## config.mk

```make
export PLATFORM = sky130hd
export DESIGN_NAME = hc3_cofactor
export DESIGN_NICKNAME = d
export VERILOG_FILES = /design/src/hc3_pkg.sv /design/src/hc3_cofactor.sv
export SDC_FILE = /design/constraint.sdc
export NUM_CORES = 2
export LEC_CHECK = 0
export ABC_AREA = 1
export BUFFER_PORTS_ARGS = -buffer_cell sky130_fd_sc_hd__buf_2
export CORE_AREA = 2 2 473 358
export DETAILED_ROUTE_END_ITERATION = 16
export DIE_AREA = 0 0 475 360
export PLACE_DENSITY = 0.6
export SLEW_MARGIN = 0
export SYNTH_ARGS = -nofsm -noshare
export SYNTH_HDL_FRONTEND = slang
export SYNTH_SLANG_ARGS = --single-unit
export TNS_END_PERCENT = 1
```

## constraint.sdc

```tcl
create_clock -name clk -period 11.75 [get_ports clk]
set_input_delay 1.175 -clock clk [delete_from_list [all_inputs] [get_ports clk]]
set_output_delay 1.175 -clock clk [all_outputs]
set_load 0.1 [all_outputs]
```

## src/hc3_pkg.sv

```systemverilog
// Shared types, constants and modulo-26 helpers for the 3x3 Hill cipher.
package hc3_pkg;

  localparam int unsigned HC_MOD    = 26;
  // floor(2^16 / 26) rounded down, so the quotient estimate never overshoots
  localparam int unsigned MOD_RECIP = 2520;

  typedef logic [4:0]      letter_t;
  typedef letter_t [2:0]   row_t;
  typedef row_t [2:0]      mat_t;

  // configuration register indexes
  typedef logic [1:0] cfg_idx_t;
  localparam cfg_idx_t CFG_KEY_ROW0 = 2'd0;
  localparam cfg_idx_t CFG_KEY_ROW1 = 2'd1;
  localparam cfg_idx_t CFG_KEY_ROW2 = 2'd2;

  localparam logic FUNC_ENCRYPT = 1'b0;
  localparam logic FUNC_DECRYPT = 1'b1;

  typedef struct packed {
    logic    func;
    letter_t letter_a;
    letter_t letter_b;
    letter_t letter_c;
  } in_beat_t;

  typedef struct packed {
    letter_t out_a;
    letter_t out_b;
    letter_t out_c;
    logic    not_invertible;
  } out_beat_t;

  // cofactor stage result: reduced letters and the key's adjugate
  typedef struct packed {
    logic  func;
    row_t  vec;
    mat_t  adj;
  } cof_beat_t;

  // matrix stage result: the matrix to apply and the letters
  typedef struct packed {
    row_t  vec;
    mat_t  mat;
    logic  not_inv;
  } mat_beat_t;

  // Reduce a 5-bit letter into 0..25.
  function automatic letter_t reduce5(input logic [4:0] v);
    letter_t r;
    r = (v >= 5'(HC_MOD)) ? 5'(v - 5'(HC_MOD)) : v;
    return r;
  endfunction

  // Unpack a row register, column 0 in the low bits, each entry reduced.
  function automatic row_t unpack_row(input logic [14:0] v);
    row_t r;
    r[0] = reduce5(v[4:0]);
    r[1] = reduce5(v[9:5]);
    r[2] = reduce5(v[14:10]);
    return r;
  endfunction

  // v mod 26 by reciprocal multiply and one correction.
  function automatic letter_t mod26(input logic [15:0] v);
    logic [27:0] p;
    logic [11:0] q;
    logic [15:0] t;
    logic [5:0]  r;
    p = 28'(v) * 28'(MOD_RECIP);
    q = p[27:16];
    t = v - 16'(q * 12'(HC_MOD));
    r = t[5:0];
    if (r >= 6'(HC_MOD)) r = 6'(r - 6'(HC_MOD));
    return r[4:0];
  endfunction

  // Multiplicative inverse mod 26, zero when none exists.
  function automatic letter_t inv26(input letter_t d);
    letter_t r;
    case (d)
      5'd1:    r = 5'd1;
      5'd3:    r = 5'd9;
      5'd5:    r = 5'd21;
      5'd7:    r = 5'd15;
      5'd9:    r = 5'd3;
      5'd11:   r = 5'd19;
      5'd15:   r = 5'd7;
      5'd17:   r = 5'd23;
      5'd19:   r = 5'd11;
      5'd21:   r = 5'd5;
      5'd23:   r = 5'd17;
      5'd25:   r = 5'd25;
      default: r = 5'd0;
    endcase
    return r;
  endfunction

endpackage

```

## src/hc3_cofactor.sv

```systemverilog
// Three pipeline stages that form the adjugate of the key for each beat.
module hc3_cofactor import hc3_pkg::*; (
  input  logic      clk,
  input  logic      rst_n,
  input  mat_t      key,
  input  logic      up_valid,
  output logic      up_ready,
  input  in_beat_t  up_beat,
  output logic      dn_valid,
  input  logic      dn_ready,
  output cof_beat_t dn_beat
);

  logic s1_v_r, s2_v_r, s3_v_r;
  logic s1_rdy, s2_rdy, s3_rdy;

  logic [2:0][2:0][9:0] pq_nxt, st_nxt, s1_pq_r, s1_st_r;
  mat_t                 pqm_nxt, stm_nxt, s2_pqm_r, s2_stm_r;
  mat_t                 adj_nxt, s3_adj_r;
  logic                 s1_func_r, s2_func_r, s3_func_r;
  row_t                 vec_nxt, s1_vec_r, s2_vec_r, s3_vec_r;

  // advance a stage when it is empty or its beat moves on
  assign s3_rdy   = !s3_v_r || dn_ready;
  assign s2_rdy   = !s2_v_r || s3_rdy;
  assign s1_rdy   = !s1_v_r || s2_rdy;
  assign up_ready = s1_rdy;

  // cofactor products: adj[i][j] uses rows j+1, j+2 and columns i+1, i+2
  for (genvar i = 0; i < 3; i++) begin : g_row
    for (genvar j = 0; j < 3; j++) begin : g_col
      localparam int R1 = (j + 1) % 3;
      localparam int R2 = (j + 2) % 3;
      localparam int C1 = (i + 1) % 3;
      localparam int C2 = (i + 2) % 3;
      assign pq_nxt[i][j]  = 10'(key[R1][C1]) * 10'(key[R2][C2]);
      assign st_nxt[i][j]  = 10'(key[R1][C2]) * 10'(key[R2][C1]);
      assign pqm_nxt[i][j] = mod26(16'(s1_pq_r[i][j]));
      assign stm_nxt[i][j] = mod26(16'(s1_st_r[i][j]));
      // difference mod 26 of two reduced values
      assign adj_nxt[i][j] = (s2_pqm_r[i][j] >= s2_stm_r[i][j]) ?
                             5'(s2_pqm_r[i][j] - s2_stm_r[i][j]) :
                             5'(6'(s2_pqm_r[i][j]) + 6'(HC_MOD) - 6'(s2_stm_r[i][j]));
    end
  end

  assign vec_nxt[0] = reduce5(up_beat.letter_a);
  assign vec_nxt[1] = reduce5(up_beat.letter_b);
  assign vec_nxt[2] = reduce5(up_beat.letter_c);

  // valid bits
  always_ff @(posedge clk) begin
    if (!rst_n) begin
      s1_v_r <= 1'b0;
      s2_v_r <= 1'b0;
      s3_v_r <= 1'b0;
    end else begin
      if (s1_rdy) s1_v_r <= up_valid;
      if (s2_rdy) s2_v_r <= s1_v_r;
      if (s3_rdy) s3_v_r <= s2_v_r;
    end
  end

  // payload
  always_ff @(posedge clk) begin
    if (s1_rdy) begin
      s1_pq_r   <= pq_nxt;
      s1_st_r   <= st_nxt;
      s1_func_r <= up_beat.func;
      s1_vec_r  <= vec_nxt;
    end
    if (s2_rdy) begin
      s2_pqm_r  <= pqm_nxt;
      s2_stm_r  <= stm_nxt;
      s2_func_r <= s1_func_r;
      s2_vec_r  <= s1_vec_r;
    end
    if (s3_rdy) begin
      s3_adj_r  <= adj_nxt;
      s3_func_r <= s2_func_r;
      s3_vec_r  <= s2_vec_r;
    end
  end

  assign dn_valid     = s3_v_r;
  assign dn_beat.func = s3_func_r;
  assign dn_beat.vec  = s3_vec_r;
  assign dn_beat.adj  = s3_adj_r;

endmodule

```

==> flow_metrics.tcl <==
set metrics [dict create \
    status "completed" \
    cts_sinks 366 \
    cts-buffers-inserted 49 \
    holdPathEnd "dn_beat[49]" \
    fill_cells 16365 \
    multiInputGateArea_mm2 0.0459 \
    vias 47261 \
    cts.path.max_buffers 3 \
    finalCritPeriodShare 0.578 \
    rsz0062_at_grt "no" \
    grt_pass1_vias 47388 \
    synth_compound_area_frac 0.0510 \
    mostFrequentLayoutCells "inv_1 (2383), ha_1 (1335), nand2_1 (1258)" \
    synthMuxAreaShare 0 \
    via_per_inst 4.63 \
    synth_top_family_by_area "adder cells" \
    final_common_cell "inv_1" \
    syn-cell-area_mm2 0.0661 \
    cp-end-kind "flip-flop" \
    fmax_ghz 0.147 \
    skew_ns 0.0264 \
    maxSlewViolCount 0 \
    grtUsageMet2 0.267 \
    maxCapViolations 0 \
    layout-drive-gt1-share 0.0422 \
    grt_pass1_wl_um 236000 \
    clock-root-buffer "clkbuf_16" \
    dr.pass1.iters 7 \
    r2r_slack_ns 4.96 \
    hold_viol 0 \
    die_area_mm2 0.171 \
    hold_buffers 0 \
    clk_pin_slew_worst_paths_ns 0.06 \
    required_ns 12.12 \
    drtIter0Drc 2326 \
    hold_start "s2_vec_r[4]" \
    io_pins 128 \
    antenna_left 0 \
    r2r-start "s1_pq_r[5]" \
    ys_ff_latch 366 \
    cp-start-kind "flip-flop" \
    synth-xor-area-share 0.0443 \
    htreeDepth 2 \
    dpl-instance-area_mm2 0.0693 \
    routedWlPerCell_um 13.6 \
    coreArea_mm2 0.166 \
    synthSimpleGateAreaFrac 0.130 \
    wl_um 139000 \
    portBuffers 127 \
    ys_types 47 \
    slowest_stage "edfxtp_1" \
    fin_area_mm2 0.0711 \
    async_flop_share 0 \
    r2r_end "s2_pqm_r[3]" \
    syn_area_per_cell_um2 8.45 \
    die_x_um 475 \
    path_max_fanout 7 \
    post_cts_buffers 0 \
    crit_type "reg2reg" \
    min_path_cells 0 \
    drc 0 \
    grt_start_max_net_pins 159 \
    rows 130 \
    seqCellArea_mm2 0.0110 \
    grt_usage 0.167 \
    start_util 0.397 \
    layout.nets 10033 \
    relSlewSlack 0.324 \
    die-height_um 360 \
    ys_seq_area_frac 0.166 \
    synthFlopType "edfxtp_1" \
    syn_nets 9939 \
    cts_tree "yes" \
    synthAdderAreaFrac 0.468 \
    use_met1 0.246 \
    tightest_slew_ns 1.00 \
    gp_congestion 0.877 \
    reg2regPathDepth 32 \
    grt-ovfl-total 0 \
    clk_latency_ns 0.64 \
    grt.busiest_layer "met2" \
    use_met3 0.0174 \
    postSynthCellCount 7828 \
    worst_hold_path_type "reg2reg" \
    synth_edf_count 363 \
    cpPeakStageDelay_ns 0.66 \
    crit_arrival_ns 7.16 \
    antenna_found_initial 18 \
    syn_to_final_growth_pct 7.52 \
    fin_crit_ns 6.79 \
    hpwl_um 114000 \
    tns_ns 0 \
    setup_viol 0 \
    cts_resized 0 \
    yosysWarnings 0 \
]
## routing by layer
layer,vias up,wire [µm]
met3,139,4840
li1,24239,-
met2,594,60800
met5,-,13
met4,2,2270
met1,22287,70700
## layout make-up
| class | count | share of cell area |
|---|---|---|
| antenna | 5 | 0.000176 |
| clock buffer | 58 | 0.0180 |
| clock inverter | 34 | 0.00702 |
| inverter | 2394 | 0.126 |
| multi-input combinational | 4977 | 0.645 |
| sequential | 366 | 0.154 |
| tap | 2244 | 0.0395 |
| timing repair buffer | 134 | 0.00985 |
## cell families after synthesis
logic type | count (synthesis)
adders and majority gates | 2046
DFF | 366
AOI/OAI and AO/OA | 611
xor gates and xnor gates | 331
and+or+nand+nor | 1989
buffers and inverters | 2485
## worst max path at each step
stage / depth (start not counted) / start / end
after CTS: 32 / s1_pq_r[5] / s2_pqm_r[3]
final: 32 / s1_pq_r[5] / s2_pqm_r[3]
after floorplan: 4 / dn_ready / up_ready
after detailed placement: 32 / s1_pq_r[5] / s2_pqm_r[3]
after global placement: 32 / s1_pq_r[5] / s2_pqm_r[3]
after global routing: 32 / s1_pq_r[5] / s2_pqm_r[3]
## registers in the layout (all words and copies together) (netlist names)
register / cells
dn_beat: 60
s2_func_r: 1
s3_func_r: 1
s1_st_r: 90
s1_func_r: 1
dn_valid: 1
s1_pq_r: 90
s2_vec_r: 15
s1_v_r: 1
s2_stm_r: 45
s1_vec_r: 15
s2_pqm_r: 45
s2_v_r: 1
## worst max-delay path, delay by kind of cell (launching register included)
family                   cells  cell delay, ns
flip-flops                   1            0.66
XOR/XNOR                     2            0.56
AND/OR/NAND/NOR             12            1.13
AO/OA/AOI/OAI                2            0.35
buffers and inverters        7            0.43
adder cells (fa/ha/maj)      9            3.42
## Yosys cell counts, types with 10 or more instances
master       n  share of area
a21o_1      23         0.0026
a21oi_1    316          0.024
a31oi_1     35         0.0033
clkbuf_1    90         0.0051
edfxtp_1   363           0.16
fa_1       711           0.22
ha_1      1335           0.25
inv_1     2384           0.14
inv_2       10        0.00057
nand2_1   1260          0.072
nand2_2     44         0.0042
nand3_1    171          0.013
nand3_2     26         0.0039
nand3b_1    41         0.0047
nand4_1    112          0.011
nor2_1     251          0.014
nor3_1      41         0.0031
o21a_1      17         0.0019
o21ai_0    153          0.012
o21bai_1    28         0.0032
or2_2       12         0.0011
xnor2_1    134          0.018
xor2_1     193          0.026
## metrics by stage
stage | setup WS, ns | util | cells | hold slack (ns)
final | 4.96 | 0.427 | 10212 | 0.417
after floorplan | 3.01 | - | 7828 | 0.400
after global placement | 5.19 | 0.417 | 10115 | 0.401
after CTS | 4.95 | 0.427 | 10207 | 0.418
after detailed placement | 5.01 | 0.417 | 10115 | 0.405
after global routing | 4.47 | 0.427 | 10212 | 0.418
Power is not shown: default switching activity piles up to over one toggle a cycle in this logic, so the estimate is an artifact.
