===== src/hc3_pkg.sv =====
// Shared types, constants and modulo-26 helpers for the 3x3 Hill cipher.
package hc3_pkg;

  localparam int unsigned HC_MOD    = 26;
  // floor(2^16 / 26) rounded down, so the quotient estimate never overshoots
  localparam int unsigned MOD_RECIP = 2520;

  typedef logic [4:0]      letter_t;
  typedef letter_t [2:0]   row_t;
  typedef row_t [2:0]      mat_t;

  // configuration register indexes
  typedef logic [1:0] cfg_idx_t;
  localparam cfg_idx_t CFG_KEY_ROW0 = 2'd0;
  localparam cfg_idx_t CFG_KEY_ROW1 = 2'd1;
  localparam cfg_idx_t CFG_KEY_ROW2 = 2'd2;

  localparam logic FUNC_ENCRYPT = 1'b0;
  localparam logic FUNC_DECRYPT = 1'b1;

  typedef struct packed {
    logic    func;
    letter_t letter_a;
    letter_t letter_b;
    letter_t letter_c;
  } in_beat_t;

  typedef struct packed {
    letter_t out_a;
    letter_t out_b;
    letter_t out_c;
    logic    not_invertible;
  } out_beat_t;

  // cofactor stage result: reduced letters and the key's adjugate
  typedef struct packed {
    logic  func;
    row_t  vec;
    mat_t  adj;
  } cof_beat_t;

  // matrix stage result: the matrix to apply and the letters
  typedef struct packed {
    row_t  vec;
    mat_t  mat;
    logic  not_inv;
  } mat_beat_t;

  // Reduce a 5-bit letter into 0..25.
  function automatic letter_t reduce5(input logic [4:0] v);
    letter_t r;
    r = (v >= 5'(HC_MOD)) ? 5'(v - 5'(HC_MOD)) : v;
    return r;
  endfunction

  // Unpack a row register, column 0 in the low bits, each entry reduced.
  function automatic row_t unpack_row(input logic [14:0] v);
    row_t r;
    r[0] = reduce5(v[4:0]);
    r[1] = reduce5(v[9:5]);
    r[2] = reduce5(v[14:10]);
    return r;
  endfunction

  // v mod 26 by reciprocal multiply and one correction.
  function automatic letter_t mod26(input logic [15:0] v);
    logic [27:0] p;
    logic [11:0] q;
    logic [15:0] t;
    logic [5:0]  r;
    p = 28'(v) * 28'(MOD_RECIP);
    q = p[27:16];
    t = v - 16'(q * 12'(HC_MOD));
    r = t[5:0];
    if (r >= 6'(HC_MOD)) r = 6'(r - 6'(HC_MOD));
    return r[4:0];
  endfunction

  // Multiplicative inverse mod 26, zero when none exists.
  function automatic letter_t inv26(input letter_t d);
    letter_t r;
    case (d)
      5'd1:    r = 5'd1;
      5'd3:    r = 5'd9;
      5'd5:    r = 5'd21;
      5'd7:    r = 5'd15;
      5'd9:    r = 5'd3;
      5'd11:   r = 5'd19;
      5'd15:   r = 5'd7;
      5'd17:   r = 5'd23;
      5'd19:   r = 5'd11;
      5'd21:   r = 5'd5;
      5'd23:   r = 5'd17;
      5'd25:   r = 5'd25;
      default: r = 5'd0;
    endcase
    return r;
  endfunction

endpackage


===== src/hc3_inverse.sv =====
// Four pipeline stages: determinant, its inverse, and the matrix to apply.
module hc3_inverse import hc3_pkg::*; (
  input  logic      clk,
  input  logic      rst_n,
  input  mat_t      key,
  input  logic      up_valid,
  output logic      up_ready,
  input  cof_beat_t up_beat,
  output logic      dn_valid,
  input  logic      dn_ready,
  output mat_beat_t dn_beat
);

  logic s4_v_r, s5_v_r, s6_v_r, s7_v_r;
  logic s4_rdy, s5_rdy, s6_rdy, s7_rdy;

  logic [10:0]          dsum_nxt, s4_dsum_r;
  letter_t              inv_nxt, s5_inv_r;
  logic [2:0][2:0][9:0] prod_nxt, s6_prod_r;
  mat_t                 mat_nxt, s7_mat_r;
  mat_t                 s4_adj_r, s5_adj_r;
  logic                 s4_func_r, s5_func_r, s6_func_r;
  logic                 s5_sing_r, s6_sing_r, s7_ninv_r;
  row_t                 s4_vec_r, s5_vec_r, s6_vec_r, s7_vec_r;

  assign s7_rdy   = !s7_v_r || dn_ready;
  assign s6_rdy   = !s6_v_r || s7_rdy;
  assign s5_rdy   = !s5_v_r || s6_rdy;
  assign s4_rdy   = !s4_v_r || s5_rdy;
  assign up_ready = s4_rdy;

  // expand along row 0: column 0 of the adjugate holds those cofactors
  assign dsum_nxt = 11'(10'(key[0][0]) * 10'(up_beat.adj[0][0])) +
                    11'(10'(key[0][1]) * 10'(up_beat.adj[1][0])) +
                    11'(10'(key[0][2]) * 10'(up_beat.adj[2][0]));

  assign inv_nxt = inv26(mod26(16'(s4_dsum_r)));

  for (genvar i = 0; i < 3; i++) begin : g_row
    for (genvar j = 0; j < 3; j++) begin : g_col
      assign prod_nxt[i][j] = 10'(s5_inv_r) * 10'(s5_adj_r[i][j]);
      // encrypt applies the key itself
      assign mat_nxt[i][j]  = (s6_func_r == FUNC_DECRYPT) ?
                              mod26(16'(s6_prod_r[i][j])) : key[i][j];
    end
  end

  // valid bits
  always_ff @(posedge clk) begin
    if (!rst_n) begin
      s4_v_r <= 1'b0;
      s5_v_r <= 1'b0;
      s6_v_r <= 1'b0;
      s7_v_r <= 1'b0;
    end else begin
      if (s4_rdy) s4_v_r <= up_valid;
      if (s5_rdy) s5_v_r <= s4_v_r;
      if (s6_rdy) s6_v_r <= s5_v_r;
      if (s7_rdy) s7_v_r <= s6_v_r;
    end
  end

  // payload
  always_ff @(posedge clk) begin
    if (s4_rdy) begin
      s4_dsum_r <= dsum_nxt;
      s4_adj_r  <= up_beat.adj;
      s4_func_r <= up_beat.func;
      s4_vec_r  <= up_beat.vec;
    end
    if (s5_rdy) begin
      s5_inv_r  <= inv_nxt;
      s5_sing_r <= (inv_nxt == 5'd0);
      s5_adj_r  <= s4_adj_r;
      s5_func_r <= s4_func_r;
      s5_vec_r  <= s4_vec_r;
    end
    if (s6_rdy) begin
      s6_prod_r <= prod_nxt;
      s6_sing_r <= s5_sing_r;
      s6_func_r <= s5_func_r;
      s6_vec_r  <= s5_vec_r;
    end
    if (s7_rdy) begin
      s7_mat_r  <= mat_nxt;
      s7_ninv_r <= (s6_func_r == FUNC_DECRYPT) && s6_sing_r;
      s7_vec_r  <= s6_vec_r;
    end
  end

  assign dn_valid        = s7_v_r;
  assign dn_beat.vec     = s7_vec_r;
  assign dn_beat.mat     = s7_mat_r;
  assign dn_beat.not_inv = s7_ninv_r;

endmodule


===== config.mk =====
export PLATFORM = sky130hd
export DESIGN_NAME = hc3_inverse
export DESIGN_NICKNAME = d
export VERILOG_FILES = /design/src/hc3_pkg.sv /design/src/hc3_inverse.sv
export SDC_FILE = /design/constraint.sdc
export NUM_CORES = 2
export LEC_CHECK = 0
export ABC_AREA = 1
export BUFFER_PORTS_ARGS = -buffer_cell sky130_fd_sc_hd__buf_2
export CORE_MARGIN = 3
export CORE_UTILIZATION = 43
export DETAILED_ROUTE_END_ITERATION = 8
export PLACE_DENSITY = 0.67
export SLEW_MARGIN = 10
export SYNTH_ARGS = -nofsm -noshare
export SYNTH_HDL_FRONTEND = slang
export SYNTH_SLANG_ARGS = --single-unit
export TNS_END_PERCENT = 1

===== constraint.sdc =====
create_clock -name clk -period 12.1 [get_ports clk]
set_input_delay 1.815 -clock clk [delete_from_list [all_inputs] [get_ports clk]]
set_output_delay 1.815 -clock clk [all_outputs]
set_load 0.02 [all_outputs]

==> reports/qor.txt <==
worst path buffer plus inverter count -> 7
flop-to-flop setup slack -> 5170 ps
Max Cap Viol -> 0
CTS max path bufs -> 3
vias in the first global route -> 28296
hold_buf cts -> 0
fmax -> 0.144 GHz
die area -> 0.0953 mm²
share of post-route cells with drive strength above 1 -> 6.34%
Core Box Area -> 0.0904 mm²
RePlAce Congestion -> 0.857
Syn Nets -> 5565
Worst-path clk slew -> 60 ps
Die Span X -> 309 µm
Post-synth ARST share -> 0%
hold depth -> 0
final antenna-violating net count -> 0
sum of routed wire length over all layers -> 80500 µm
Avg Vias per Cell -> 4.79
Die Ht -> 309 µm
global-route wire length before repair -> 137000 µm
Worst Skew -> 56.4 ps
Avg Cell Area, Syn -> 9.15 µm²
Worst-Margin Slew -> 1010 ps
CTS Root Cell -> clkbuf_16
Main synth FF type -> edfxtp_1
FF-to-FF path depth -> 35
status -> finished, final reports clean
Syn. warnings -> 0
post-synth top area share -> 23.4%
port bufs -> 172
via count -> 27325
Startpoint Class -> register
synthesized instance count -> 4309
CP max stage delay -> 580 ps
clock tree from TritonCTS -> yes
num rows -> 110
hold path start -> s5_func_r$_DFFE_PP_
Worst setup EP type -> register
drt first pass iters -> 7
Period minus WS final -> 6930 ps
CTS sink cnt -> 311
initial antenna violation count -> 7
DRC viols -> 0
htree depth -> 2
post-synthesis cell area -> 0.0394 mm²
Hold Crit Class -> reg2reg
Post-CTS Repair Setup Buffers -> 0
CP top delay family -> adder cells
initial core utilization -> 43.6%
Area Growth Syn to Fin -> 9.21%
kind of critical path -> reg2reg
gr usage total -> 17.7%
IO Pins -> 173
Post-synth EDFFs -> 307
WP data required -> 12400 ps
initial drt markers -> 1291
post-synth cell types -> 45
CP arrival -> 7230 ps
largest net degree at the start of global routing -> 63
Routed wire per std cell -> 14.1 µm
register area share after synthesis -> 23.6%
cell repeated most along the worst path -> inv_1
post-CTS sizing -> 0
count of nets after finishing -> 5755
most frequent cells in the layout -> inv_1, nand2_1, ha_1
crit-path max FO -> 7
Max Slew Vio Count -> 0
slowest cell on the critical path -> edfxtp_1
HPWL Detailed -> 66300 µm
CTS Buf Count -> 39
Seq cells post-synth -> 311
Fin. Hold Viols -> 0
RR Startpoint -> s4_dsum_r[4]$_DFFE_PP_
TNS Setup -> 0 ps
post-synth top area cell -> edfxtp_1
Final Cycle Share -> 57.3%
unrepaired setup endpoints after global routing -> false
top cells by area, synth -> edfxtp_1, ha_1, fa_1
Worst slew margin -> 32.7%
commonest non-fill, non-tap cell in the layout -> inv_1
clock insertion delay at the later pin of the skew report -> 600 ps
GRT overflow -> 0
# setup viols final -> 0
Worst Hold Path EP -> s6_func_r$_DFFE_PP_
Worst R2R End -> s5_inv_r[2]$_DFFE_PP_
## worst max-delay path by stage
stage | from | endpoint | slack (ps) | cells after the start
floorplan | dn_ready | up_ready | 2970 | 6
global route | s4_dsum_r[4]$_DFFE_PP_ | s5_sing_r$_DFFE_PP_ | 4620 | 40
global placement | key[5] | s4_dsum_r[9]$_DFFE_PP_ | 5160 | 15
detailed placement | key[5] | s4_dsum_r[9]$_DFFE_PP_ | 5090 | 15
CTS | s4_dsum_r[4]$_DFFE_PP_ | s5_sing_r$_DFFE_PP_ | 5150 | 35
finish | s4_dsum_r[4]$_DFFE_PP_ | s5_inv_r[2]$_DFFE_PP_ | 5170 | 35
## cell families (layout without fill, tap and decap cells)
| family | after synthesis | after routing | synth area share (%) |
|---|---|---|---|
| compound gates | 329 | 329 | 4.56 |
| xor+xnor | 153 | 153 | 3.40 |
| fa+ha+maj | 1146 | 1146 | 44.6 |
| buf+inv | 1187 | 1407 | 11.3 |
| flops | 311 | 311 | 23.6 |
| other cells | 0 | 3 | 0 |
| simple gates | 1183 | 1183 | 12.5 |
## per-stage QoR
stage | hold WS (ps) | setup slack [ps] | cells | utilization [%] | area (µm²)
3_3_place_gp | 400 | 5160 | 5634 | 46.1 | 41700
4_1_cts | 414 | 5150 | 5705 | 47.6 | 43000
3_5_place_dp | 405 | 5090 | 5634 | 46.1 | 41700
5_1_grt | 415 | 4620 | 5706 | 47.6 | 43000
6_report | 415 | 5170 | 5708 | 47.6 | 43000
2_1_floorplan | 400 | 2970 | 4309 | - | 39400
## cells in the mapped netlist, types with 3 or more instances
library cell,number
inv_1,1148
nor4_1,4
o21bai_1,11
clkbuf_1,31
and2_1,4
nand2_2,8
o31ai_1,4
a31oi_1,12
buf_1,3
nor2_2,6
or2_1,4
nand4_1,39
dfxtp_1,4
o21ai_0,83
nand3_1,125
fa_1,431
a211oi_1,3
nor3_1,11
a21boi_0,6
nand3b_1,11
o21ai_1,7
nor2_1,130
ha_1,715
edfxtp_1,307
o21a_1,12
a21o_1,9
a21oi_1,175
xnor2_1,64
nand2_4,6
nand2_1,824
inv_2,3
xor2_1,89
nand3_2,4
## state kept, by name (all words and copies together) (netlist names)
name / count
s6_prod_r: 90
dn_beat: 60
s4_adj_r: 45
s5_adj_r: 45
s4_vec_r: 15
s5_vec_r: 15
s6_vec_r: 15
s4_dsum_r: 11
s5_inv_r: 5
dn_valid: 1
s4_func_r: 1
s4_v_r: 1
s5_func_r: 1
s5_sing_r: 1
s5_v_r: 1
s6_func_r: 1
s6_sing_r: 1
s6_v_r: 1
s7_ninv_r: 1
## final cells by class
| class | count | area, µm² |
|---|---|---|
| sequential | 311 | 9300 |
| inverter | 1152 | 4330 |
| clock inverter | 30 | 339 |
| multi-input combinational | 2811 | 25700 |
| fill | 8371 | 47400 |
| tap | 1176 | 1470 |
| antenna | 3 | 7.51 |
| timing repair buffer | 184 | 951 |
| clock buffer | 41 | 983 |
## layer usage
| metal | vias up | track usage, % | wire length, µm |
|---|---|---|---|
| met3 | 105 | 3.32 | 4170 |
| met1 | 12929 | 23.7 | 37500 |
| li1 | 13858 | - | - |
| met5 | - | 0 | 13 |
| met4 | 2 | 4.41 | 1810 |
| met2 | 431 | 29.6 | 37100 |
Power is not shown: default switching activity piles up to over one toggle a cycle in this logic, so the estimate is an artifact.
