==> config.mk <==
export PLATFORM = sky130hd
export DESIGN_NAME = hc3_matvec
export DESIGN_NICKNAME = d
export VERILOG_FILES = /design/src/hc3_pkg.sv /design/src/hc3_matvec.sv
export SDC_FILE = /design/constraint.sdc
export NUM_CORES = 1
export LEC_CHECK = 0
export CAP_MARGIN = 20
export CELL_PAD_IN_SITES_DETAIL_PLACEMENT = 0
export CELL_PAD_IN_SITES_GLOBAL_PLACEMENT = 1
export CORE_MARGIN = 2
export CORE_UTILIZATION = 40
export DETAILED_ROUTE_END_ITERATION = 10
export DONT_BUFFER_PORTS = 1
export GPL_ROUTABILITY_DRIVEN = 0
export GPL_TIMING_DRIVEN = 0
export PLACE_DENSITY = 0.78
export REMOVE_ABC_BUFFERS = 1
export SETUP_SLACK_MARGIN = 0.1
export SYNTH_ARGS = -nofsm -noshare
export SYNTH_HDL_FRONTEND = slang
export SYNTH_SLANG_ARGS = --single-unit
==> constraint.sdc <==
create_clock -name clk -period 6.5 [get_ports clk]
set_input_delay 0.975 -clock clk [delete_from_list [all_inputs] [get_ports clk]]
set_output_delay 0.975 -clock clk [all_outputs]
set_load 0.1 [all_outputs]
==> src/hc3_pkg.sv <==
// Shared types, constants and modulo-26 helpers for the 3x3 Hill cipher.
package hc3_pkg;

  localparam int unsigned HC_MOD    = 26;
  // floor(2^16 / 26) rounded down, so the quotient estimate never overshoots
  localparam int unsigned MOD_RECIP = 2520;

  typedef logic [4:0]      letter_t;
  typedef letter_t [2:0]   row_t;
  typedef row_t [2:0]      mat_t;

  // configuration register indexes
  typedef logic [1:0] cfg_idx_t;
  localparam cfg_idx_t CFG_KEY_ROW0 = 2'd0;
  localparam cfg_idx_t CFG_KEY_ROW1 = 2'd1;
  localparam cfg_idx_t CFG_KEY_ROW2 = 2'd2;

  localparam logic FUNC_ENCRYPT = 1'b0;
  localparam logic FUNC_DECRYPT = 1'b1;

  typedef struct packed {
    logic    func;
    letter_t letter_a;
    letter_t letter_b;
    letter_t letter_c;
  } in_beat_t;

  typedef struct packed {
    letter_t out_a;
    letter_t out_b;
    letter_t out_c;
    logic    not_invertible;
  } out_beat_t;

  // cofactor stage result: reduced letters and the key's adjugate
  typedef struct packed {
    logic  func;
    row_t  vec;
    mat_t  adj;
  } cof_beat_t;

  // matrix stage result: the matrix to apply and the letters
  typedef struct packed {
    row_t  vec;
    mat_t  mat;
    logic  not_inv;
  } mat_beat_t;

  // Reduce a 5-bit letter into 0..25.
  function automatic letter_t reduce5(input logic [4:0] v);
    letter_t r;
    r = (v >= 5'(HC_MOD)) ? 5'(v - 5'(HC_MOD)) : v;
    return r;
  endfunction

  // Unpack a row register, column 0 in the low bits, each entry reduced.
  function automatic row_t unpack_row(input logic [14:0] v);
    row_t r;
    r[0] = reduce5(v[4:0]);
    r[1] = reduce5(v[9:5]);
    r[2] = reduce5(v[14:10]);
    return r;
  endfunction

  // v mod 26 by reciprocal multiply and one correction.
  function automatic letter_t mod26(input logic [15:0] v);
    logic [27:0] p;
    logic [11:0] q;
    logic [15:0] t;
    logic [5:0]  r;
    p = 28'(v) * 28'(MOD_RECIP);
    q = p[27:16];
    t = v - 16'(q * 12'(HC_MOD));
    r = t[5:0];
    if (r >= 6'(HC_MOD)) r = 6'(r - 6'(HC_MOD));
    return r[4:0];
  endfunction

  // Multiplicative inverse mod 26, zero when none exists.
  function automatic letter_t inv26(input letter_t d);
    letter_t r;
    case (d)
      5'd1:    r = 5'd1;
      5'd3:    r = 5'd9;
      5'd5:    r = 5'd21;
      5'd7:    r = 5'd15;
      5'd9:    r = 5'd3;
      5'd11:   r = 5'd19;
      5'd15:   r = 5'd7;
      5'd17:   r = 5'd23;
      5'd19:   r = 5'd11;
      5'd21:   r = 5'd5;
      5'd23:   r = 5'd17;
      5'd25:   r = 5'd25;
      default: r = 5'd0;
    endcase
    return r;
  endfunction

endpackage

==> src/hc3_matvec.sv <==
// Two pipeline stages: matrix-vector product and final reduction mod 26.
module hc3_matvec import hc3_pkg::*; (
  input  logic      clk,
  input  logic      rst_n,
  input  logic      up_valid,
  output logic      up_ready,
  input  mat_beat_t up_beat,
  output logic      dn_valid,
  input  logic      dn_ready,
  output out_beat_t dn_beat
);

  logic s8_v_r, s9_v_r;
  logic s8_rdy, s9_rdy;

  logic [2:0][10:0] acc_nxt, s8_acc_r;
  row_t             res_nxt, s9_res_r;
  logic             s8_ninv_r, s9_ninv_r;

  assign s9_rdy   = !s9_v_r || dn_ready;
  assign s8_rdy   = !s8_v_r || s9_rdy;
  assign up_ready = s8_rdy;

  for (genvar i = 0; i < 3; i++) begin : g_row
    assign acc_nxt[i] = 11'(10'(up_beat.mat[i][0]) * 10'(up_beat.vec[0])) +
                        11'(10'(up_beat.mat[i][1]) * 10'(up_beat.vec[1])) +
                        11'(10'(up_beat.mat[i][2]) * 10'(up_beat.vec[2]));
    assign res_nxt[i] = mod26(16'(s8_acc_r[i]));
  end

  // valid bits
  always_ff @(posedge clk) begin
    if (!rst_n) begin
      s8_v_r <= 1'b0;
      s9_v_r <= 1'b0;
    end else begin
      if (s8_rdy) s8_v_r <= up_valid;
      if (s9_rdy) s9_v_r <= s8_v_r;
    end
  end

  // payload; the last stage is the output register
  always_ff @(posedge clk) begin
    if (s8_rdy) begin
      s8_acc_r  <= acc_nxt;
      s8_ninv_r <= up_beat.not_inv;
    end
    if (s9_rdy) begin
      s9_res_r  <= res_nxt;
      s9_ninv_r <= s8_ninv_r;
    end
  end

  assign dn_valid               = s9_v_r;
  assign dn_beat.out_a          = s9_res_r[0];
  assign dn_beat.out_b          = s9_res_r[1];
  assign dn_beat.out_c          = s9_res_r[2];
  assign dn_beat.not_invertible = s9_ninv_r;

endmodule
==> flow_summary.ini, run 1 <==
[die]
pin_count = 83
placement_rows = 71
dieHeight_um = 200
start_util_pct = 40.6
die_area_sq_mm = 0.0398
core_area_sq_mm = 0.0377
die_x_um = 200

[sta]
rsz0062_at_grt = yes
maximum_clock_frequency_mhz = 152
report.final.setup_viol = 1
final.min_clock_period_ns = 6.59
layout_worst_path_cycle_share_pct = 101
final-hold-violation-count = 0
fin_worst_skew_ns = 0.00642
slew_headroom_pct = 36.7
slew_viol_final = 0
final.setup.tns_ns = -0.0891
setup_slack_ns = -0.0891
worst-slew-pin-transition_ns = 0.949

[synth]
post-synth-top-count-cell = sky130_fd_sc_hd__inv_1
syn_area_per_cell_sq_um = 9.85
synth.yosys.seq_area_share_pct = 10.1
yosysWarnings = 0
synthesis.area_sq_mm = 0.0153
number_of_synthesized_flops_with_an_enable_pin = 50
synthTopCellsByCount = sky130_fd_sc_hd__inv_1, sky130_fd_sc_hd__ha_1, sky130_fd_sc_hd__fa_1, sky130_fd_sc_hd__and2_1, sky130_fd_sc_hd__nand2_1
synthCells = 1554
cell_taking_the_most_area_after_synthesis = sky130_fd_sc_hd__fa_1
synth_seq_cells = 52
yosys.area.top_type_share_pct = 34.9
ys_dominant_reg_cell = sky130_fd_sc_hd__edfxtp_1
postSynth.asyncResetShare_pct = 0
netlist-cell-type-count = 56
synth.area.top_cells = sky130_fd_sc_hd__fa_1, sky130_fd_sc_hd__ha_1, sky130_fd_sc_hd__inv_1

[clock_network]
numClockSinks = 52
cts-buffers-inserted = 5
cts.htree.levels = 2
cts-root-to-sink-buffers = 2
ctsHoldBuffers = 0
clk_pin_slew_ns = 0.07
clock_insertion_delay_worst_skew_ns = 0.30
cts_root_buf = sky130_fd_sc_hd__clkbuf_16
cts_tree = built

[grt]
initial_antenna_violation_count = 1
first_global_vias = 10800
global_route.overflow_total = 0
grt_pass1_wl_mm = 52.3
largest_net_degree_at_the_start_of_global_routing = 20
grt_overall_usage_pct = 16.5

[detailed_routing]
drc_violations_left = 0
total_wirelength_mm = 30.9
routed_via_density = 4.65
route.vias.total = 9963
route.detailed.wl_per_inst_um = 14.4
postRouteAntennaNets = 0
detail_route.first_pass.iterations = 4
detailedRoute.firstIterationViolations = 257

[setup_path]
cp_data_arrival_time_ns = 6.64
start_kind = register
reg2reg_setup_slack_ns = -0.09
crit_path_top_delay_cell = sky130_fd_sc_hd__fa_1
endpoint_kind = register
data_required_time_of_the_critical_path_ns = 6.55
critical_path_peak_fanout = 3
r2r_cells = 25
slowest_delay_ns = 0.55
critPathKind = reg -> reg

[finish]
area_delta_synth_final_pct = 13.3
fin_util_pct = 46.1
post_route_cells_drive_above_1_share_pct = 12.4
final_nets = 2242

[hold_path]
whs_path_depth = 0
hp-class = reg -> reg

[job]
drv_cap = 0

[placed_design]
number_of_buffer_cells_added_on_primary_ports = 0
dp_worst_slack_ns = -0.524
detailed_place_hpwl_mm = 25.7

[status]
failed_checks = setup timing
run_status = finished, violations left
[cell usage in the layout (no fill, tap or decap), types with 21 or more instances in the layout]
cell                       count
sky130_fd_sc_hd__inv_1       433
sky130_fd_sc_hd__fa_1        261
sky130_fd_sc_hd__ha_1        258
sky130_fd_sc_hd__and2_1      164
sky130_fd_sc_hd__nand2_1      83
sky130_fd_sc_hd__buf_4        72
sky130_fd_sc_hd__edfxtp_1     50
sky130_fd_sc_hd__xnor2_1      41
sky130_fd_sc_hd__a21oi_1      23
sky130_fd_sc_hd__ha_4         21
[sequential cells by signal, summed over array words and instances (netlist names)]
register	flops
s8_ninv_r	1
s9_ninv_r	1
dn_valid	1
s8_v_r	1
dn_beat	15
s8_acc_r	33
[layer usage]
metal  global-route usage, %  up-vias  wire length (um)
li1                        -     4874                 -
met1                    21.5     4944             14000
met2                    28.8      129             15200
met3                    3.00       16              1240
met4                    2.91        0               370
met5                       0        -                 0
[stage by stage]
step	cells	area (sq um)	hold WS [ns]
2_1_floorplan	1537	15200	0.400
3_3_place_gp	2048	15900	0.409
3_5_place_dp	2049	15900	0.415
4_1_cts	2109	16600	0.431
5_1_grt	2140	17300	0.450
6_report	2141	17300	0.428
[final timing paths]
kind / startpoint / end
max: s8_acc_r[27] / dn_beat[4]
min: s8_ninv_r / s9_ninv_r
max reg2reg: s8_acc_r[27] / dn_beat[4]
min reg2reg: s8_ninv_r / s9_ninv_r
[logic make-up after synthesis]
logic type,Yosys count,share of synthesized area [%]
adder cells (fa/ha/maj),549,58.0
AND/OR/NAND/NOR,302,10.7
XOR/XNOR,70,4.10
AO/OA/AOI/OAI,107,4.85
flip-flops,52,10.1
multiplexers,10,0.850
buffers and inverters,464,11.4
[repair_timing]
item	in CTS	in global routing
gates resized for setup	32	84
pin swaps	19	57
buffers inserted	52	31
endpoints found under the hold margin	0	0
gates cloned	0	0
setup endpoints to repair	12	12
[critical path, delay by kind of cell, from the launching register on]
kind	cells	cell delay (ns)
compound gates	5	1.07
xor+xnor	3	0.57
fa+ha+maj	9	3.22
buf+inv	6	0.65
flops	1	0.40
simple gates	2	0.42
[final cells by class]
| type | count | area [sq um] |
|---|---|---|
| Antenna cell | 1 | 2.50 |
| Clock buffer | 5 | 125 |
| Clock inverter | 3 | 22.5 |
| Fill cell | 3627 | 20300 |
| Inverter | 447 | 1680 |
| Multi-Input combinational cell | 1038 | 12700 |
| Sequential cell | 52 | 1540 |
| Tap cell | 511 | 639 |
| Timing Repair Buffer | 84 | 684 |
Power of run 1 is left out: the tool's default activity adds up to more than one toggle a clock period on the data nets, which glitch-free logic cannot reach.
==> inputs of run 2 (changes only) <==
CORE_ASPECT_RATIO = 1.1   (was unset)
SLEW_MARGIN = 20   (was unset)
==> run 2 against run 1 <==
  * The flow now finishes without violations
  * Flip-flop and latch count stayed put
  * Critical path type unchanged
  * Maximum frequency is 3.3% higher
  * Utilization is 0.52 points lower
==> flow_summary.ini, run 2 (synthesized netlist as in run 1, its figures left out) <==
[status]
run_status = complete, no violations

[clock_network]
cts_root_buf = sky130_fd_sc_hd__clkbuf_16
ctsHoldBuffers = 0
cts-root-to-sink-buffers = 2
cts-buffers-inserted = 5
numClockSinks = 52
clock_insertion_delay_worst_skew_ns = 0.31
cts_tree = built
cts.htree.levels = 2
clk_pin_slew_ns = 0.08

[finish]
layout_commonest_cell = sky130_fd_sc_hd__inv_1
final_cell_count_no_fill = 2124
most-common-layout-cells = sky130_fd_sc_hd__inv_1, sky130_fd_sc_hd__fa_1, sky130_fd_sc_hd__ha_1
largest-register = s8_acc_r
insertedDiodeCount = 0
post_route_cells_drive_above_1_share_pct = 11.4
stdcell_area_sq_mm = 0.0173
largest_reg_flops = 33
area_delta_synth_final_pct = 12.8
final_nets = 2237

[sta]
final.min_clock_period_ns = 6.38
maximum_clock_frequency_mhz = 157
slew_headroom_pct = 36.0
rsz0062_at_grt = yes
layout_worst_path_cycle_share_pct = 98.1
fin_hold_ws_ns = 0.447
final-hold-violation-count = 0
final.setup.tns_ns = 0
report.final.setup_viol = 0
slew_viol_final = 0
fin_worst_skew_ns = 0.00974
worst-slew-pin-transition_ns = 0.959

[placed_design]
number_of_buffer_cells_added_on_primary_ports = 0
dpl_cell_area_sq_mm = 0.0159
detailed_place_hpwl_mm = 25.5
place.detailed.instances = 2038

[grt]
grt_overall_usage_pct = 16.1
first_global_vias = 10900
global_route.overflow_total = 0
largest_net_degree_at_the_start_of_global_routing = 35
grt_pass1_wl_mm = 51.6
initial_antenna_violation_count = 2

[detailed_routing]
detail_route.first_pass.iterations = 4
routed_via_density = 4.67
route.detailed.wl_per_inst_um = 14.4
route.vias.total = 9920
drc_violations_left = 0
postRouteAntennaNets = 0
detailedRoute.firstIterationViolations = 200
total_wirelength_mm = 30.6

[setup_path]
r2r_cells = 26
cp_data_arrival_time_ns = 6.43
crit_path_top_delay_cell = sky130_fd_sc_hd__fa_1
endpoint_kind = register
worstReg2RegEnd = dn_beat[4]
first_element_of_the_critical_path = s8_acc_r[27]
crit-reg2reg-launch = s8_acc_r[27]
reg2reg_setup_slack_ns = 0.12
slowest_delay_ns = 0.53
critPathKind = reg -> reg
start_kind = register
data_required_time_of_the_critical_path_ns = 6.55
endpoint = dn_beat[4]
critical_path_peak_fanout = 5

[job]
drv_cap = 0

[die]
placement_rows = 75
die_area_sq_mm = 0.0398
core_area_sq_mm = 0.0379
start_util_pct = 40.4
dieHeight_um = 209
pin_count = 83
die_x_um = 191

[hold_path]
hp-class = reg -> reg
-- run 2: changes by cell type in the layout (fill, tap and decap cells not counted), sizes merged --
| cell | before | now |
|---|---|---|
| clkinvlp | 0 | 1 |
| diode | 1 | 0 |
| buf | 84 | 79 |
| inv | 448 | 449 |
| clkinv | 2 | 0 |
-- run 2: what timing repair did --
item,CTS,global route
setup buffers,52,27
gates resized for setup,45,60
cloned,0,0
pin swaps,32,62
setup endpoints to repair,12,12
-- run 2: routing by layer --
layer / share of wire, % / vias to the layer above / GRT usage (%)
met2: 50 / 134 / 28.5
met4: 1.4 / 0 / 2.89
met1: 44 / 4897 / 20.8
met3: 4.2 / 23 / 2.75
li1: - / 4866 / -
met5: 0 / - / 0
-- run 2: area by class of cell --
cell class | instances | area, sq um
Clock inverter | 3 | 25.0
Timing Repair Buffer | 79 | 647
Clock buffer | 5 | 125
Tap cell | 500 | 626
Sequential cell | 52 | 1540
Fill cell | 3619 | 20600
Multi-Input combinational cell | 1038 | 12600
Inverter | 447 | 1680
-- run 2: worst min path at each step --
stage / end / from / slack [ns] / depth (start not counted)
2_1_floorplan: s9_ninv_r / s8_ninv_r / 0.40 / 0
3_3_place_gp: s9_ninv_r / s8_ninv_r / 0.44 / 0
3_5_place_dp: s9_ninv_r / s8_ninv_r / 0.44 / 0
4_1_cts: s9_ninv_r / s8_ninv_r / 0.46 / 0
5_1_grt: s9_ninv_r / s8_ninv_r / 0.47 / 0
6_report: s9_ninv_r / s8_ninv_r / 0.45 / 0
-- run 2: critical path, delay by kind of cell, from the launching register on --
kind,cells,cell delay [ns]
XOR/XNOR,6,1.09
AND/OR/NAND/NOR,2,0.30
AO/OA/AOI/OAI,5,1.25
buffers and inverters,5,0.35
adder cells (fa/ha/maj),8,2.64
flip-flops,1,0.49
-- run 2: metrics by stage --
stage / util (%) / worst slack [ns]
global route: 45.5 / -0.0818
finish: 45.5 / 0.123
global placement: 41.8 / -0.389
floorplan: - / 0.122
detailed placement: 41.9 / -0.440
CTS: 44.1 / 0.0655
Power of run 2 is left out for the same reason.
==> inputs of run 3 (changes only) <==
ABC_AREA = 1   (was unset)
CORE_UTILIZATION = 47   (was 40)
PLACE_DENSITY = 0.91   (was 0.78)
SLEW_MARGIN = unset   (was 20)
==> run 3 against run 2 <==
  * Via count rose by 17%
  * Global-route usage increased by 3.2 points
  * Clock skew about the same
  * Hold slack better by 0.011 ns
  * Utilization grew 6.5 points
  * Synthesized cell count is 25% higher
  * Maximum frequency increased by 3.3%
  * Sequential share of layout area down 0.24 points
  * Register-to-register slack better by 0.20 ns
  * Die area shrank 9.8%
==> flow_summary.ini, run 3 <==
[synth]
netlist-cell-type-count = 37
synthCells = 1942
yosys.area.top_type_share_pct = 33.0
synth.yosys.seq_area_share_pct = 9.52
number_of_synthesized_flops_with_an_enable_pin = 50
yosysWarnings = 0
synth_seq_cells = 52
cell_taking_the_most_area_after_synthesis = sky130_fd_sc_hd__fa_1
ys_dominant_reg_cell = sky130_fd_sc_hd__edfxtp_1
syn_area_per_cell_sq_um = 8.34
postSynth.asyncResetShare_pct = 0
synthTopCellsByCount = sky130_fd_sc_hd__inv_1, sky130_fd_sc_hd__nand2_1, sky130_fd_sc_hd__ha_1, sky130_fd_sc_hd__fa_1, sky130_fd_sc_hd__edfxtp_1
post-synth-top-count-cell = sky130_fd_sc_hd__inv_1
synthesis.area_sq_mm = 0.0162
synth.area.top_cells = sky130_fd_sc_hd__fa_1, sky130_fd_sc_hd__ha_1, sky130_fd_sc_hd__inv_1

[clock_network]
cts-root-to-sink-buffers = 2
cts.htree.levels = 2
cts-buffers-inserted = 5
numClockSinks = 52
cts_root_buf = sky130_fd_sc_hd__clkbuf_16
clock_insertion_delay_worst_skew_ns = 0.32
ctsHoldBuffers = 0
cts_tree = built
clk_pin_slew_ns = 0.08

[die]
pin_count = 83
core_area_sq_mm = 0.0341
die_x_um = 181
die_area_sq_mm = 0.0360
dieHeight_um = 199
start_util_pct = 47.5
placement_rows = 71

[sta]
final.min_clock_period_ns = 6.17
final.setup.tns_ns = 0
setup_slack_ns = 0.327
maximum_clock_frequency_mhz = 162
slew_viol_final = 0
worst-slew-pin-transition_ns = 1.12
rsz0062_at_grt = no
final-hold-violation-count = 0
fin_worst_skew_ns = 0.00987
layout_worst_path_cycle_share_pct = 95.0
report.final.setup_viol = 0
slew_headroom_pct = 25.3

[job]
drv_cap = 0

[detailed_routing]
route.vias.total = 11600
route.detailed.wl_per_inst_um = 13.5
total_wirelength_mm = 33.0
detailedRoute.firstIterationViolations = 484
postRouteAntennaNets = 0
drc_violations_left = 0
detail_route.first_pass.iterations = 5
routed_via_density = 4.76

[finish]
most-common-layout-cells = sky130_fd_sc_hd__inv_1, sky130_fd_sc_hd__nand2_1, sky130_fd_sc_hd__fa_1
ff_latch_area_sq_mm = 0.00154
post_route_cells_drive_above_1_share_pct = 8.15
largest_reg_flops = 33
area_delta_synth_final_pct = 9.63
layout_commonest_cell = sky130_fd_sc_hd__inv_1
insertedDiodeCount = 0
final_nets = 2613
multiInputGateArea_sq_mm = 0.0125
fillerInstances = 3114
final_cell_count_no_fill = 2438
largest-register = s8_acc_r

[placed_design]
dp_worst_slack_ns = -0.0865
number_of_buffer_cells_added_on_primary_ports = 0
detailed_place_hpwl_mm = 27.7
place.detailed.instances = 2364

[setup_path]
data_required_time_of_the_critical_path_ns = 6.58
worst_path_dominant_cell_family = adder cells
slowest_delay_ns = 0.53
reg2reg_setup_slack_ns = 0.33
start_kind = register
r2r_cells = 27
critPathKind = reg -> reg
endpoint_kind = register
crit-reg2reg-launch = s8_acc_r[4]
worstReg2RegEnd = dn_beat[13]
cp_data_arrival_time_ns = 6.25
critical_path_peak_fanout = 5
crit_path_top_delay_cell = sky130_fd_sc_hd__fa_1
timing.critical_path.buf_inv = 4

[grt]
first_global_vias = 12400
largest_net_degree_at_the_start_of_global_routing = 37
grt_pass1_wl_mm = 56.3
grt_overall_usage_pct = 19.3
initial_antenna_violation_count = 0
global_route.overflow_total = 0

[hold_path]
hold_path.startpoint = s8_ninv_r
whs_path_depth = 0
hp-class = reg -> reg
hold-path-endpoint = s9_ninv_r

[status]
run_status = complete, no violations
-- run 3: changes by cell type after synthesis, moves of 15 or more --
cell,change
sky130_fd_sc_hd__xnor2_1,-30
sky130_fd_sc_hd__nand4_1,+19
sky130_fd_sc_hd__nor2_1,+15
sky130_fd_sc_hd__nand3_1,+34
sky130_fd_sc_hd__nand2_1,+302
sky130_fd_sc_hd__inv_1,+217
sky130_fd_sc_hd__and2_1,-163
-- run 3: final cells by class --
cell class,instances,area share [%]
multi-input cells,1207,70.4
inverters,667,14.1
flip-flops and latches,52,8.68
well taps,438,3.09
repair buffers,66,2.92
clock buffers,5,0.705
clock inverters,3,0.134
-- run 3: worst reg2reg max path, cell delays in order, from the launching register on --
cell,delay [ns]
sky130_fd_sc_hd__edfxtp_1,0.52
sky130_fd_sc_hd__fa_2,0.45
sky130_fd_sc_hd__fa_1,0.50
sky130_fd_sc_hd__fa_1,0.49
sky130_fd_sc_hd__inv_1,0.06
sky130_fd_sc_hd__fa_1,0.53
sky130_fd_sc_hd__inv_1,0.07
sky130_fd_sc_hd__ha_4,0.26
sky130_fd_sc_hd__a21oi_4,0.16
sky130_fd_sc_hd__o21bai_4,0.07
sky130_fd_sc_hd__a211o_1,0.30
sky130_fd_sc_hd__xor2_2,0.19
sky130_fd_sc_hd__ha_1,0.26
sky130_fd_sc_hd__ha_1,0.29
sky130_fd_sc_hd__ha_1,0.29
sky130_fd_sc_hd__inv_2,0.05
sky130_fd_sc_hd__ha_4,0.27
sky130_fd_sc_hd__nand2_1,0.06
sky130_fd_sc_hd__o21ai_2,0.17
sky130_fd_sc_hd__xor2_1,0.19
sky130_fd_sc_hd__xor2_1,0.24
sky130_fd_sc_hd__inv_1,0.08
sky130_fd_sc_hd__nand2_2,0.08
sky130_fd_sc_hd__nand2_2,0.06
sky130_fd_sc_hd__nand2_4,0.09
sky130_fd_sc_hd__nand3_4,0.09
sky130_fd_sc_hd__nand2_2,0.07
sky130_fd_sc_hd__nand2_1,0.05
-- run 3: how the worst max path moves through the flow --
stage                       from     endpoint  slack (ns)  cells past startpoint
global route        s8_acc_r[26]   dn_beat[2]        0.06                     34
floorplan            s8_acc_r[6]  dn_beat[12]        0.47                     31
CTS                 s8_acc_r[29]   dn_beat[4]        0.10                     35
global placement    s8_acc_r[26]   dn_beat[5]     -0.0005                     34
detailed placement   s8_acc_r[6]  dn_beat[13]       -0.09                     31
finish               s8_acc_r[4]  dn_beat[13]        0.33                     27
-- run 3: repair_timing --
item                       in CTS  in global routing
pin swaps                       0                 31
gates cloned                    0                  0
setup endpoints to repair       8                 12
buffers inserted               28                 38
resized for setup               4                 62
-- run 3: metal layers --
metal	global-route usage, %	routed length (um)
met5	0	0
met4	5.60	822
met3	3.64	1790
met2	36.0	16700
met1	22.7	13700
-- run 3: logic make-up after synthesis --
| kind of cell | after synthesis | share of synthesized area (%) |
|---|---|---|
| flip-flops | 52 | 9.52 |
| adder cells (fa/ha/maj) | 549 | 54.8 |
| AND/OR/NAND/NOR | 515 | 13.6 |
| buffers and inverters | 683 | 15.9 |
| AO/OA/AOI/OAI | 90 | 3.31 |
| XOR/XNOR | 53 | 2.87 |
-- run 3: through the flow --
step / instance area (sq um) / utilization (%) / hold slack (ns)
floorplan: 16100 / - / 0.400
global placement: 16700 / 48.9 / 0.411
detailed placement: 16700 / 48.9 / 0.444
CTS: 17100 / 50.0 / 0.463
global route: 17700 / 52.0 / 0.462
finish: 17700 / 52.0 / 0.458
Power of run 3 is left out for the same reason.
